<file path="src/hw/rtl/mte_pkg.sv">
package mte_pkg;

    localparam int MAX_SYMS = 8;
    localparam int IDX_W    = $clog2(MAX_SYMS);
    localparam int CNT_W    = $clog2(MAX_SYMS + 1);
    localparam int PAT_MAX  = 6;
    localparam int LEN_W    = $clog2(PAT_MAX + 1);
    localparam int NUM_PATS = 39;
    localparam int PIDX_W   = $clog2(NUM_PATS);
    localparam int QDEPTH   = 2;
    localparam int QPTR_W   = $clog2(QDEPTH);
    localparam int QCNT_W   = $clog2(QDEPTH + 1);

    localparam logic [7:0] CHAR_SPACE = 8'h20;

    typedef enum logic [1:0] {
        SYM_DOT  = 2'd0,
        SYM_DASH = 2'd1,
        SYM_GAP  = 2'd2
    } sym_t;

    typedef struct packed {
        logic [LEN_W-1:0]   len;
        logic [PAT_MAX-1:0] dash;
    } pat_t;

    typedef struct packed {
        logic [CNT_W-1:0]            count;
        logic [MAX_SYMS-1:0][1:0]    syms;
    } job_t;

    typedef struct packed {
        logic empty;
        logic full;
    } q_stat_t;

    localparam pat_t PAT_TABLE [NUM_PATS] = '{
        '{3'd2, 6'b000010}, '{3'd4, 6'b000001}, '{3'd4, 6'b000101},
        '{3'd3, 6'b000001}, '{3'd1, 6'b000000}, '{3'd4, 6'b000100},
        '{3'd3, 6'b000011}, '{3'd4, 6'b000000}, '{3'd2, 6'b000000},
        '{3'd4, 6'b001110}, '{3'd3, 6'b000101}, '{3'd4, 6'b000010},
        '{3'd2, 6'b000011}, '{3'd2, 6'b000001}, '{3'd3, 6'b000111},
        '{3'd4, 6'b000110}, '{3'd4, 6'b001011}, '{3'd3, 6'b000010},
        '{3'd3, 6'b000000}, '{3'd1, 6'b000001}, '{3'd3, 6'b000100},
        '{3'd4, 6'b001000}, '{3'd3, 6'b000110}, '{3'd4, 6'b001001},
        '{3'd4, 6'b001101}, '{3'd4, 6'b000011},
        '{3'd5, 6'b011111}, '{3'd5, 6'b011110}, '{3'd5, 6'b011100},
        '{3'd5, 6'b011000}, '{3'd5, 6'b010000}, '{3'd5, 6'b000000},
        '{3'd5, 6'b000001}, '{3'd5, 6'b000011}, '{3'd5, 6'b000111},
        '{3'd5, 6'b001111},
        '{3'd6, 6'b101010}, '{3'd6, 6'b110011}, '{3'd6, 6'b001100}
    };

    // Maps a character to its pattern index; found is low for unsupported codes.
    function automatic logic [PIDX_W:0] lookup_char(input logic [7:0] c);
        logic [PIDX_W:0] r;
        r = '0;
        case (c) inside
            [8'h61:8'h7A]: r = {1'b1, 6'(c - 8'h61)};
            [8'h41:8'h5A]: r = {1'b1, 6'(c - 8'h41)};
            [8'h30:8'h39]: r = {1'b1, 6'(c - 8'h30 + 8'd26)};
            8'h2E:         r = {1'b1, 6'd36};
            8'h2C:         r = {1'b1, 6'd37};
            8'h3F:         r = {1'b1, 6'd38};
            default:       r = '0;
        endcase
        return r;
    endfunction

endpackage

</file>
<file path="src/hw/rtl/mte_char_if.sv">
interface mte_char_if;
    logic       valid;
    logic       ready;
    logic [7:0] char_code;
    logic       end_marker;

    modport source (output valid, output char_code, output end_marker, input ready);
    modport sink   (input valid, input char_code, input end_marker, output ready);
endinterface

</file>
<file path="src/hw/rtl/mte_sym_if.sv">
interface mte_sym_if;
    logic       valid;
    logic       ready;
    logic [1:0] symbol;
    logic       last_in_run;

    modport source (output valid, output symbol, output last_in_run, input ready);
    modport sink   (input valid, input symbol, input last_in_run, output ready);
endinterface

</file>
<file path="src/hw/rtl/mte_front.sv">
module mte_front
    import mte_pkg::*;
(
    input  logic       clk,
    input  logic       rst_n,
    mte_char_if.sink   char_in,
    input  q_stat_t    q_stat,
    output logic       push,
    output job_t       push_job
);

    logic                wrote_letter_reg;
    logic                wrote_letter_next;
    logic                word_gap_pending_reg;
    logic                word_gap_pending_next;
    logic                accept;
    logic [PIDX_W:0]     hit;
    pat_t                pat;
    logic [1:0]          lead;
    logic [LEN_W-1:0]    len;
    logic [MAX_SYMS-1:0] dash_ext;
    logic [IDX_W:0]      k;

    assign char_in.ready = !q_stat.full;
    assign accept        = char_in.valid && char_in.ready;

    always_comb
    begin
        hit                   = lookup_char(char_in.char_code);
        pat                   = PAT_TABLE[hit[PIDX_W-1:0]];
        lead                  = 2'd0;
        len                   = '0;
        wrote_letter_next     = wrote_letter_reg;
        word_gap_pending_next = word_gap_pending_reg;
        if (char_in.end_marker)
        begin
            lead                  = wrote_letter_reg ? 2'd3 : 2'd0;
            wrote_letter_next     = 1'b0;
            word_gap_pending_next = 1'b0;
        end
        else if (char_in.char_code == CHAR_SPACE)
        begin
            if (wrote_letter_reg)
            begin
                word_gap_pending_next = 1'b1;
            end
        end
        else if (hit[PIDX_W])
        begin
            if (wrote_letter_reg)
            begin
                lead = word_gap_pending_reg ? 2'd2 : 2'd1;
            end
            len                   = pat.len;
            wrote_letter_next     = 1'b1;
            word_gap_pending_next = 1'b0;
        end
        dash_ext       = {(MAX_SYMS - PAT_MAX)'(0), pat.dash};
        push_job.count = CNT_W'(lead) + CNT_W'(len);
        for (int p = 0; p < MAX_SYMS; p++)
        begin
            k = (IDX_W + 1)'(p) - (IDX_W + 1)'(lead);
            if (p < int'(lead))
            begin
                push_job.syms[p] = SYM_GAP;
            end
            else if (k < (IDX_W + 1)'(len))
            begin
                push_job.syms[p] = dash_ext[k[IDX_W-1:0]] ? SYM_DASH : SYM_DOT;
            end
            else
            begin
                push_job.syms[p] = SYM_DOT;
            end
        end
        push = accept && (push_job.count != '0);
    end

    always_ff @(posedge clk or negedge rst_n)
    begin
        if (!rst_n)
        begin
            wrote_letter_reg     <= 1'b0;
            word_gap_pending_reg <= 1'b0;
        end
        else if (accept)
        begin
            wrote_letter_reg     <= wrote_letter_next;
            word_gap_pending_reg <= word_gap_pending_next;
        end
    end

    // A pending word gap only exists after something was written.
    a_gap_needs_letter: assert property (@(posedge clk) disable iff (!rst_n)
        word_gap_pending_reg |-> wrote_letter_reg)
        else $error("word gap pending with nothing written");

endmodule

</file>
<file path="src/hw/rtl/mte_queue.sv">
module mte_queue
    import mte_pkg::*;
(
    input  logic    clk,
    input  logic    rst_n,
    input  logic    push,
    input  job_t    push_job,
    input  logic    pop,
    output job_t    head_job,
    output q_stat_t q_stat
);

    job_t              entry_reg [QDEPTH];
    logic [QPTR_W-1:0] wr_ptr_reg;
    logic [QPTR_W-1:0] rd_ptr_reg;
    logic [QCNT_W-1:0] count_reg;
    logic [QCNT_W-1:0] count_next;

    assign q_stat.empty = (count_reg == '0);
    assign q_stat.full  = (count_reg == QCNT_W'(QDEPTH));
    assign head_job     = entry_reg[rd_ptr_reg];

    always_comb
    begin
        count_next = count_reg;
        if (push && !pop)
        begin
            count_next = count_reg + 1'b1;
        end
        else if (pop && !push)
        begin
            count_next = count_reg - 1'b1;
        end
    end

    always_ff @(posedge clk)
    begin
        if (push)
        begin
            entry_reg[wr_ptr_reg] <= push_job;
        end
    end

    always_ff @(posedge clk or negedge rst_n)
    begin
        if (!rst_n)
        begin
            wr_ptr_reg <= '0;
            rd_ptr_reg <= '0;
            count_reg  <= '0;
        end
        else
        begin
            if (push)
            begin
                wr_ptr_reg <= (wr_ptr_reg == QPTR_W'(QDEPTH - 1)) ? '0 : wr_ptr_reg + 1'b1;
            end
            if (pop)
            begin
                rd_ptr_reg <= (rd_ptr_reg == QPTR_W'(QDEPTH - 1)) ? '0 : rd_ptr_reg + 1'b1;
            end
            count_reg <= count_next;
        end
    end

    a_no_overflow: assert property (@(posedge clk) disable iff (!rst_n)
        !(push && q_stat.full && !pop))
        else $error("push into a full queue");

    a_no_underflow: assert property (@(posedge clk) disable iff (!rst_n)
        !(pop && q_stat.empty))
        else $error("pop from an empty queue");

endmodule

</file>
<file path="src/hw/rtl/mte_back.sv">
module mte_back
    import mte_pkg::*;
(
    input  logic      clk,
    input  logic      rst_n,
    input  job_t      head_job,
    input  q_stat_t   q_stat,
    output logic      pop,
    mte_sym_if.source sym_out
);

    logic             valid_reg;
    logic [1:0]       symbol_reg;
    logic             last_reg;
    logic [IDX_W-1:0] idx_reg;
    logic             advance;
    logic             emit;
    logic             at_last;

    assign advance = !valid_reg || sym_out.ready;
    assign emit    = advance && !q_stat.empty;
    assign at_last = (CNT_W'(idx_reg) == head_job.count - 1'b1);
    assign pop     = emit && at_last;

    assign sym_out.valid       = valid_reg;
    assign sym_out.symbol      = symbol_reg;
    assign sym_out.last_in_run = last_reg;

    always_ff @(posedge clk)
    begin
        if (emit)
        begin
            symbol_reg <= head_job.syms[idx_reg];
            last_reg   <= at_last;
        end
    end

    always_ff @(posedge clk or negedge rst_n)
    begin
        if (!rst_n)
        begin
            valid_reg <= 1'b0;
            idx_reg   <= '0;
        end
        else if (advance)
        begin
            valid_reg <= emit;
            if (emit)
            begin
                idx_reg <= at_last ? '0 : idx_reg + 1'b1;
            end
        end
    end

    // While a job is queued, the running index points inside the job at the queue head.
    a_idx_in_job: assert property (@(posedge clk) disable iff (!rst_n)
        !q_stat.empty |-> (CNT_W'(idx_reg) < head_job.count))
        else $error("symbol index beyond job length");

    a_idx_restart: assert property (@(posedge clk) disable iff (!rst_n)
        pop |=> (idx_reg == '0))
        else $error("index not restarted after last symbol");

    a_empty_idle: assert property (@(posedge clk) disable iff (!rst_n)
        q_stat.empty |-> (idx_reg == '0))
        else $error("index moved while no job is queued");

endmodule

</file>
<file path="src/hw/rtl/morse_text_encoder.sv">
// Channel   Role    Payload
// char_in   sink    char_code[7:0], end_marker
// sym_out   source  symbol[1:0], last_in_run
//
// Each supported character, and an end marker after text, becomes one queued job of up to
// eight symbols, sent one per cycle while sym_out is ready, by the symbol serializer.
// Items that give no symbols are taken as long as the two-entry job queue has room.
// char_in stalls only when the job queue is full; sym_out stalls hold the output register.
// Reset clears the letter and word gap flags, empties the queue and clears the output valid flag.
module morse_text_encoder
    import mte_pkg::*;
(
    input  logic      clk,
    input  logic      rst_n,
    mte_char_if.sink  char_in,
    mte_sym_if.source sym_out
);

    logic    push;
    logic    pop;
    job_t    push_job;
    job_t    head_job;
    q_stat_t q_stat;

    mte_front u_front (
        .clk      (clk),
        .rst_n    (rst_n),
        .char_in  (char_in),
        .q_stat   (q_stat),
        .push     (push),
        .push_job (push_job)
    );

    mte_queue u_queue (
        .clk      (clk),
        .rst_n    (rst_n),
        .push     (push),
        .push_job (push_job),
        .pop      (pop),
        .head_job (head_job),
        .q_stat   (q_stat)
    );

    mte_back u_back (
        .clk      (clk),
        .rst_n    (rst_n),
        .head_job (head_job),
        .q_stat   (q_stat),
        .pop      (pop),
        .sym_out  (sym_out)
    );

endmodule

</file>
<file path="src/flat_wrapper.sv">
// flat-port wrapper written by rule: the top's interface ports become plain ports
module morse_text_encoder_flat import mte_pkg::*;
  (clk, rst_n, char_in_valid, char_in_char_code, char_in_end_marker, char_in_ready, sym_out_valid, sym_out_symbol, sym_out_last_in_run, sym_out_ready);
  mte_char_if char_in_i ();
  mte_sym_if sym_out_i ();
  input  logic clk;
  input  logic rst_n;
  input wire logic [$bits(char_in_i.valid)-1:0] char_in_valid;
  input wire logic [$bits(char_in_i.char_code)-1:0] char_in_char_code;
  input wire logic [$bits(char_in_i.end_marker)-1:0] char_in_end_marker;
  output wire logic [$bits(char_in_i.ready)-1:0] char_in_ready;
  output wire logic [$bits(sym_out_i.valid)-1:0] sym_out_valid;
  output wire logic [$bits(sym_out_i.symbol)-1:0] sym_out_symbol;
  output wire logic [$bits(sym_out_i.last_in_run)-1:0] sym_out_last_in_run;
  input wire logic [$bits(sym_out_i.ready)-1:0] sym_out_ready;
  assign char_in_i.valid = char_in_valid;
  assign char_in_i.char_code = char_in_char_code;
  assign char_in_i.end_marker = char_in_end_marker;
  assign char_in_ready = char_in_i.ready;
  assign sym_out_valid = sym_out_i.valid;
  assign sym_out_symbol = sym_out_i.symbol;
  assign sym_out_last_in_run = sym_out_i.last_in_run;
  assign sym_out_i.ready = sym_out_ready;
  morse_text_encoder u_core (.clk(clk), .rst_n(rst_n), .char_in(char_in_i), .sym_out(sym_out_i));
endmodule
</file>
<file path="config.mk">
export PLATFORM = sky130hd
export DESIGN_NAME = morse_text_encoder_flat
export DESIGN_NICKNAME = d
export VERILOG_FILES = /design/src/hw/rtl/mte_pkg.sv /design/src/hw/rtl/mte_char_if.sv /design/src/hw/rtl/mte_sym_if.sv /design/src/hw/rtl/mte_front.sv /design/src/hw/rtl/mte_queue.sv /design/src/hw/rtl/mte_back.sv /design/src/hw/rtl/morse_text_encoder.sv /design/src/flat_wrapper.sv
export SDC_FILE = /design/constraint.sdc
export NUM_CORES = 1
export LEC_CHECK = 0
export ABC_AREA = 1
export BUFFER_PORTS_ARGS = -buffer_cell sky130_fd_sc_hd__buf_4
export CAP_MARGIN = 25
export CORE_MARGIN = 2
export CORE_UTILIZATION = 60
export CTS_CLUSTER_SIZE = 28
export DETAILED_ROUTE_END_ITERATION = 16
export PLACE_DENSITY = 0.78
export SYNTH_ARGS = -nofsm -noshare
export SYNTH_HDL_FRONTEND = slang
export SYNTH_SLANG_ARGS = --single-unit
</file>
<file path="constraint.sdc">
create_clock -name clk -period 4.07 [get_ports clk]
set_clock_uncertainty 0.1 [all_clocks]
set_input_delay 0.6105 -clock clk [delete_from_list [all_inputs] [get_ports clk]]
set_output_delay 0.6105 -clock clk [all_outputs]
set_load 0.02 [all_outputs]
</file>
After elaboration in Yosys (flattened, before gate mapping). Memories as Yosys holds them, arrays and structs flattened. Index checks and enable logic that the tools add are counted.

Equality and inequality tests: 8. Multiplexer cells: 68. Shifts and indexed selects: 0. Reductions and logical operators: 23. Div/mod/pow operators: 0. $add $sub $neg: 19. Bitwise logic cells: 1. Magnitude comparators: 27. $mul: 0.

Operators by type and width (number): 2-to-1 mux 7 bit (6); less-than comparator 3 x 4 -> 1 bit, second input constant (9); 2-to-1 mux 1 bit (35); equality test 8 x 6 -> 1 bit, second input constant (4); less-than comparator 4 x 3 -> 1 bit (8); binary-select mux 1 bit (select 3 bit) (8); 2-to-1 mux 2 bit (12); 2-to-1 mux 9 bit (2); >= comparator 8 x 7 -> 1 bit, second input constant (2); <= comparator 8 x 7 -> 1 bit, second input constant (2); subtractor 3 x 2 -> 4 bit, first input constant (4); 2-to-1 mux 3 bit (4); subtractor 6 bit, second input constant (2); logical AND 1 bit (9); >= comparator 8 x 6 -> 1 bit, second input constant (1); <= comparator 8 x 6 -> 1 bit, second input constant (1); >= comparator 7 bit, second input constant (1); inverter 6 -> 7 bit (1); adder 6 x 5 -> 6 bit, second input constant (1); binary-select mux 2 bit (select 3 bit) (1); AND reduction 3 bit (2); subtractor 1 x 2 -> 3 bit, first input constant (2); subtractor 2 x 2 -> 3 bit, first input constant (2); subtractor 6 x 1 -> 6 bit, second input constant (1); other kinds (19) (26).

Word-level logic and storage cells: 157. Latch bits: 0. Memory bits (read-only): 576. Bits in writable memories: 30. Bits in registers: 13. Memories kept: 2. Input bits: 13. Output and inout port bits: 5.

Memories: (name not given) (words 64, width 9, read ports 1, clocked after memory_dff 0, write ports 0, RTL line mte_front.sv:30) `pat = PAT_TABLE[hit[PIDX_W-1:0]];`; u_core.u_queue.entry_reg (words 2, width 15, read ports 1, clocked after memory_dff 0, write ports 1, RTL line mte_queue.sv:13) `job_t entry_reg [QDEPTH];`.

Depth between registers and ports, before layout.
Depth in word-level cells: 21. Mapped depth: 32. Depth with buffers taken out: 32.

Hierarchy. From an unflattened synthesis, not the netlist that was laid out.

Cells, all modules: 504. Area, all modules: 4162.7 sq um.

Modules (own cells, without submodules): mte_front (times used 1, cells an instance 331, area each 1883.1 sq um, sequential area each 50.0 sq um); mte_queue (times used 1, cells an instance 87, area each 1726.7 sq um, sequential area each 1301.2 sq um); mte_back (times used 1, cells an instance 86, area each 553.0 sq um, sequential area each 190.2 sq um).

Least setup slack after synthesis. No wires, ideal clock.

Path kind: input to register. From: input char_in_char_code[1]. To: memory u_core.u_queue.entry_reg[1][0] in the netlist's numbering (enable). Arrival: 4.051 ns. Path buffers: 0. Required time: 3.584 ns. Stages on the path: 25. Path slack: -0.468 ns. Library setup time: 0.386 ns. Cells stage by stage: inv_1 > ha_1 > inv_1 > nand3_1 > nand3_4 > o21ai_2 > nand3_2 > inv_2 > ha_1 > inv_1 > nand2_1 > nand2_1 > nand3_1 > a31oi_1 > nor3_1 > ha_1 > inv_1 > fa_1 > inv_1 > nor2_1 > nand2_1 > inv_1 > nand2_2 > nand2_2 > nor2_1.

RTL lines: from (decl) (RTL line flat_wrapper.sv:9) `input wire logic [$bits(char_in_i.char_code)-1:0] char_in_char_code;`; to (decl) (RTL line mte_queue.sv:13).

Final worst setup path.
From: input char_in_char_code[1]. To: register u_core.u_queue.count_reg[1].

Cells in the longest elaborated chain, start to end: 20. Elaborated cells between the ends (all ways): 41. Those cells by class: add/sub (5); order compare (6); eq/ne (4); mux (15); bitwise (1); reduce/logical (9); memory (1).

RTL lines: parallel branches: the longest is 14 deep, another holds memory (64 x 9 bit); adder 2 x 3 -> 4 bit * (RTL line mte_front.sv:59) `push_job.count = CNT_W'(lead) + CNT_W'(len);`; nonzero test 4 bit * (RTL line mte_front.sv:76) `push = accept && (push_job.count != '0);`; logical AND 1 bit * (RTL line mte_front.sv:76); named net u_core.push (RTL line morse_text_encoder.sv:19) `logic push;`; logical NOT 1 bit (RTL line mte_queue.sv:30) `else if (pop && !push)`; logical AND 1 bit (RTL line mte_queue.sv:30); nonzero test 2 bit (no source line); to (signal assigned) (RTL line mte_queue.sv:62) `count_reg <= count_next;`; to (decl) (RTL line mte_queue.sv:16) `logic [QCNT_W-1:0] count_reg;`.

Mark *: on every way through the listed nets, which the timed path passes. The select of a mux whose other input is x is not followed. A chain may end at the register's enable or synchronous reset.

==> impl_metrics.yaml <==
critical_path:
  cp-end-kind: "register"
  start_kind: "primary input"
  critPathTopFamily: "adder cells"
  slowest_stage: "fa_1"
  cpPeakStageDelay_ps: 420
  arrival_ps: 4360
  worstSetupPathType: "primary input to register"
  cp_max_fo: 4
  cp.required_ps: 4160
  path_buf_inv: 6
yosys:
  synthMuxAreaShare_pct: 1.42
  synth-main-ff-cell: "edfxtp_1"
  synth_top_area_share_pct: 28.2
  synth.largest_area_cell: "edfxtp_1"
  async_flop_share_pct: 23.3
  yosys.area_share.xor_xnor_pct: 3.24
  synthCells: 444
  synth-adder-area-share_pct: 11.8
  synth_area_leaders: "edfxtp_1, nand2_1, ha_1"
  synth.most_common_cell: "nand2_1"
  avgSynthCellArea_sq_um: 7.91
  synth_common_cells: "nand2_1, inv_1, nand3_1, nor2_1, edfxtp_1"
  synth_compound_area_share_pct: 9.51
  synth_seq_area_share_pct: 35.3
  yosys_warnings: 0
  synth_cell_types: 41
  synth_edf_count: 33
  syn_nets: 489
  synthesis.area_sq_um: 3510
  synth-simple-area-share_pct: 30.8
  synth_top_family_by_area: "simple AND/OR/NAND/NOR gates"
  ys_ff_latch: 43
clocking:
  holdBufCountCts: 0
  htree_levels: 2
  clock-sinks: 43
  clkSlewWorstSetupHoldPaths_ps: 80
  clockRootBuffer: "clkbuf_8"
  worstSkewPairLatency_ps: 300
  cts.path.max_buffers: 2
  numCtsBuffers: 5
  tritoncts: "built"
detailed_routing:
  drtIter0Drc: 231
  via_per_inst: 5.66
  via_count: 3527
  drc: 0
  routedWlPerCell_um: 16.2
  drt_first_pass_iters: 5
  drtAntennaViolNets: 0
  routed_wl_um: 10100
sta:
  layout_setup_ws_ps: -204
  period_needed_ps: 4270
  final.period_utilization_pct: 105
  finalHoldViolCount: 0
  timing.hold.ws_ps: 27.2
  drv_slew: 0
  max_slew_margin_pct: 53.5
  fmax_mhz: 234
  rsz0062_at_grt: "yes"
  worst_pin_slew_ps: 697
  setup_viol: 32
placement:
  place_inst: 600
  gp_congestion: 0.907
  portBuffers: 17
  dp_slack_ps: -454
  hpwlAfterDp_um: 7060
grt:
  antenna_found_initial: 0
  grt_overflow: 0
  grt_usage_pct: 29.5
  grt_pass1_vias: 3310
  grt_max_degree: 17
  grt_pass1_wl_um: 14800
worst_hold_path:
  hold_path.class: "primary input to asynchronous set/reset pin"
floorplanning:
  die_y_um: 80.5
  fp.dieArea_sq_um: 6480
  initial_core_util_pct: 63.0
  core_area_sq_um: 5570
  die_w_um: 80.5
  ios: 18
  rows: 27
power:
  p_total_mw: 2.31
  combPwrFrac_pct: 55.5
  powerDensity_nw_per_um2: 490
  power_frac_seq_pct: 33.2
  p_clk_share_pct: 11.3
  switching_share_pct: 43.9
  p_leak_nw: 2.28
  switchingPower_mw: 1.01
  p_int_mw: 1.30
  vdd_ir_drop_max_mv: 0.508
finish:
  final_util_pct: 84.6
  area_delta_synth_final_pct: 34.2
  n_antenna_cell: 0
  drive_gt1_share_pct: 34.1
  largest_reg_flops: 30
  fin_nets: 595
  finalNonFillerCells: 623
status:
  outcome: "finished, violations left"
  violations: "negative setup slack"
run:
  maxCapViolCount: 0
[layout make-up]
cell class | count | area [sq um]
multi-input cells | 332 | 2190
flip-flops and latches | 43 | 1240
repair buffers | 106 | 862
fillers | 312 | 860
inverters | 62 | 250
well taps | 72 | 90.1
clock buffers | 6 | 72.6
clock inverters | 2 | 8.76
[stage by stage]
| step | cell area [sq um] | TNS [ps] |
|---|---|---|
| after global placement | 4390 | -6790 |
| final | 4710 | -5660 |
| after CTS | 4530 | 0 |
| after global routing | 4710 | -12020 |
| after detailed placement | 4390 | -11160 |
| after floorplan | 3620 | -2860 |
[final timing paths]
| kind | from | end | slack, ps | cells past startpoint |
|---|---|---|---|---|
| max | char_in_char_code[1] | u_core.u_queue.count_reg[1] | -200 | 26 |
| min | rst_n | u_core.u_queue.count_reg[0] | 30 | 1 |
| max reg2reg | u_core.u_queue.rd_ptr_reg | u_core.u_queue.count_reg[1] | 880 | 12 |
| min reg2reg | u_core.u_queue.count_reg[0] | u_core.u_queue.count_reg[0] | 390 | 1 |
| max in group asynchronous | rst_n | u_core.u_back.idx_reg[1] | 3690 | 1 |
| min in group clk | u_core.u_queue.count_reg[0] | u_core.u_queue.count_reg[0] | 390 | 1 |
[worst register-to-register path: stages (launching register included)]
cell and delay, ps:
dfrtp_1 740, mux2i_1 470, ha_1 320, xor2_1 160
nand2_1 80, nor3_1 210, nand2_1 150, inv_1 90
nand2_1 160, ha_4 300, a21oi_2 120, o21ai_2 70
xor2_1 140
[power by group through the flow]
stage | combinational, mW | clock [mW] | sequential (mW)
after CTS | 1.17 | 0.257 | 0.763
after floorplan | 0.760 | 0 | 0.740
after global routing | 1.40 | 0.275 | 0.779
final | 1.28 | 0.260 | 0.767
after detailed placement | 1.14 | 0 | 0.769
after global placement | 1.06 | 0 | 0.760
[cell families (layout without fill, tap and decap cells)]
logic type,count (synthesis),after routing
mux,5,5
fa+ha+maj,32,32
flops,43,43
simple gates,228,228
buf+inv,69,176
compound gates,54,54
xor+xnor,13,13
[cells in the final DEF, fill, tap and decap left out, types with 3 or more instances in the layout]
cell	Yosys	layout
nor3_1	6	5
nand2_4	0	4
nor2_1	36	31
edfxtp_1	33	33
inv_1	57	47
o221ai_1	3	3
o21ai_1	3	4
inv_2	4	9
buf_12	0	3
clkbuf_8	0	5
mux2i_1	5	5
buf_4	2	100
o211ai_1	3	3
o21ai_2	2	3
nor2_4	3	4
nand3_2	5	7
nand3_4	2	4
nand3_1	38	34
xor2_1	11	11
dfrtp_1	10	10
nand4_1	9	9
nand2_1	107	100
nand2_2	10	13
ha_4	0	5
inv_4	1	4
a21oi_1	18	16
nor2_2	7	11
ha_1	30	23
o21ai_0	16	14
[routing by layer]
metal | global-route usage [%] | part of all wire (%) | up-vias | wire (um)
met4 | 10.3 | 3.4 | 0 | 345
met2 | 57.6 | 55 | 141 | 5540
met5 | 0 | 0 | - | 0
li1 | - | - | 1681 | -
met1 | 32.6 | 37 | 1672 | 3790
met3 | 3.15 | 4.4 | 33 | 448
[timing repair]
item,in CTS,in global routing
setup endpoints to repair,16,32
gates resized for setup,6,29
pin swaps,6,17
gates cloned,0,1
setup buffers,4,10
No activity file was read; power rests on OpenSTA's default activity.
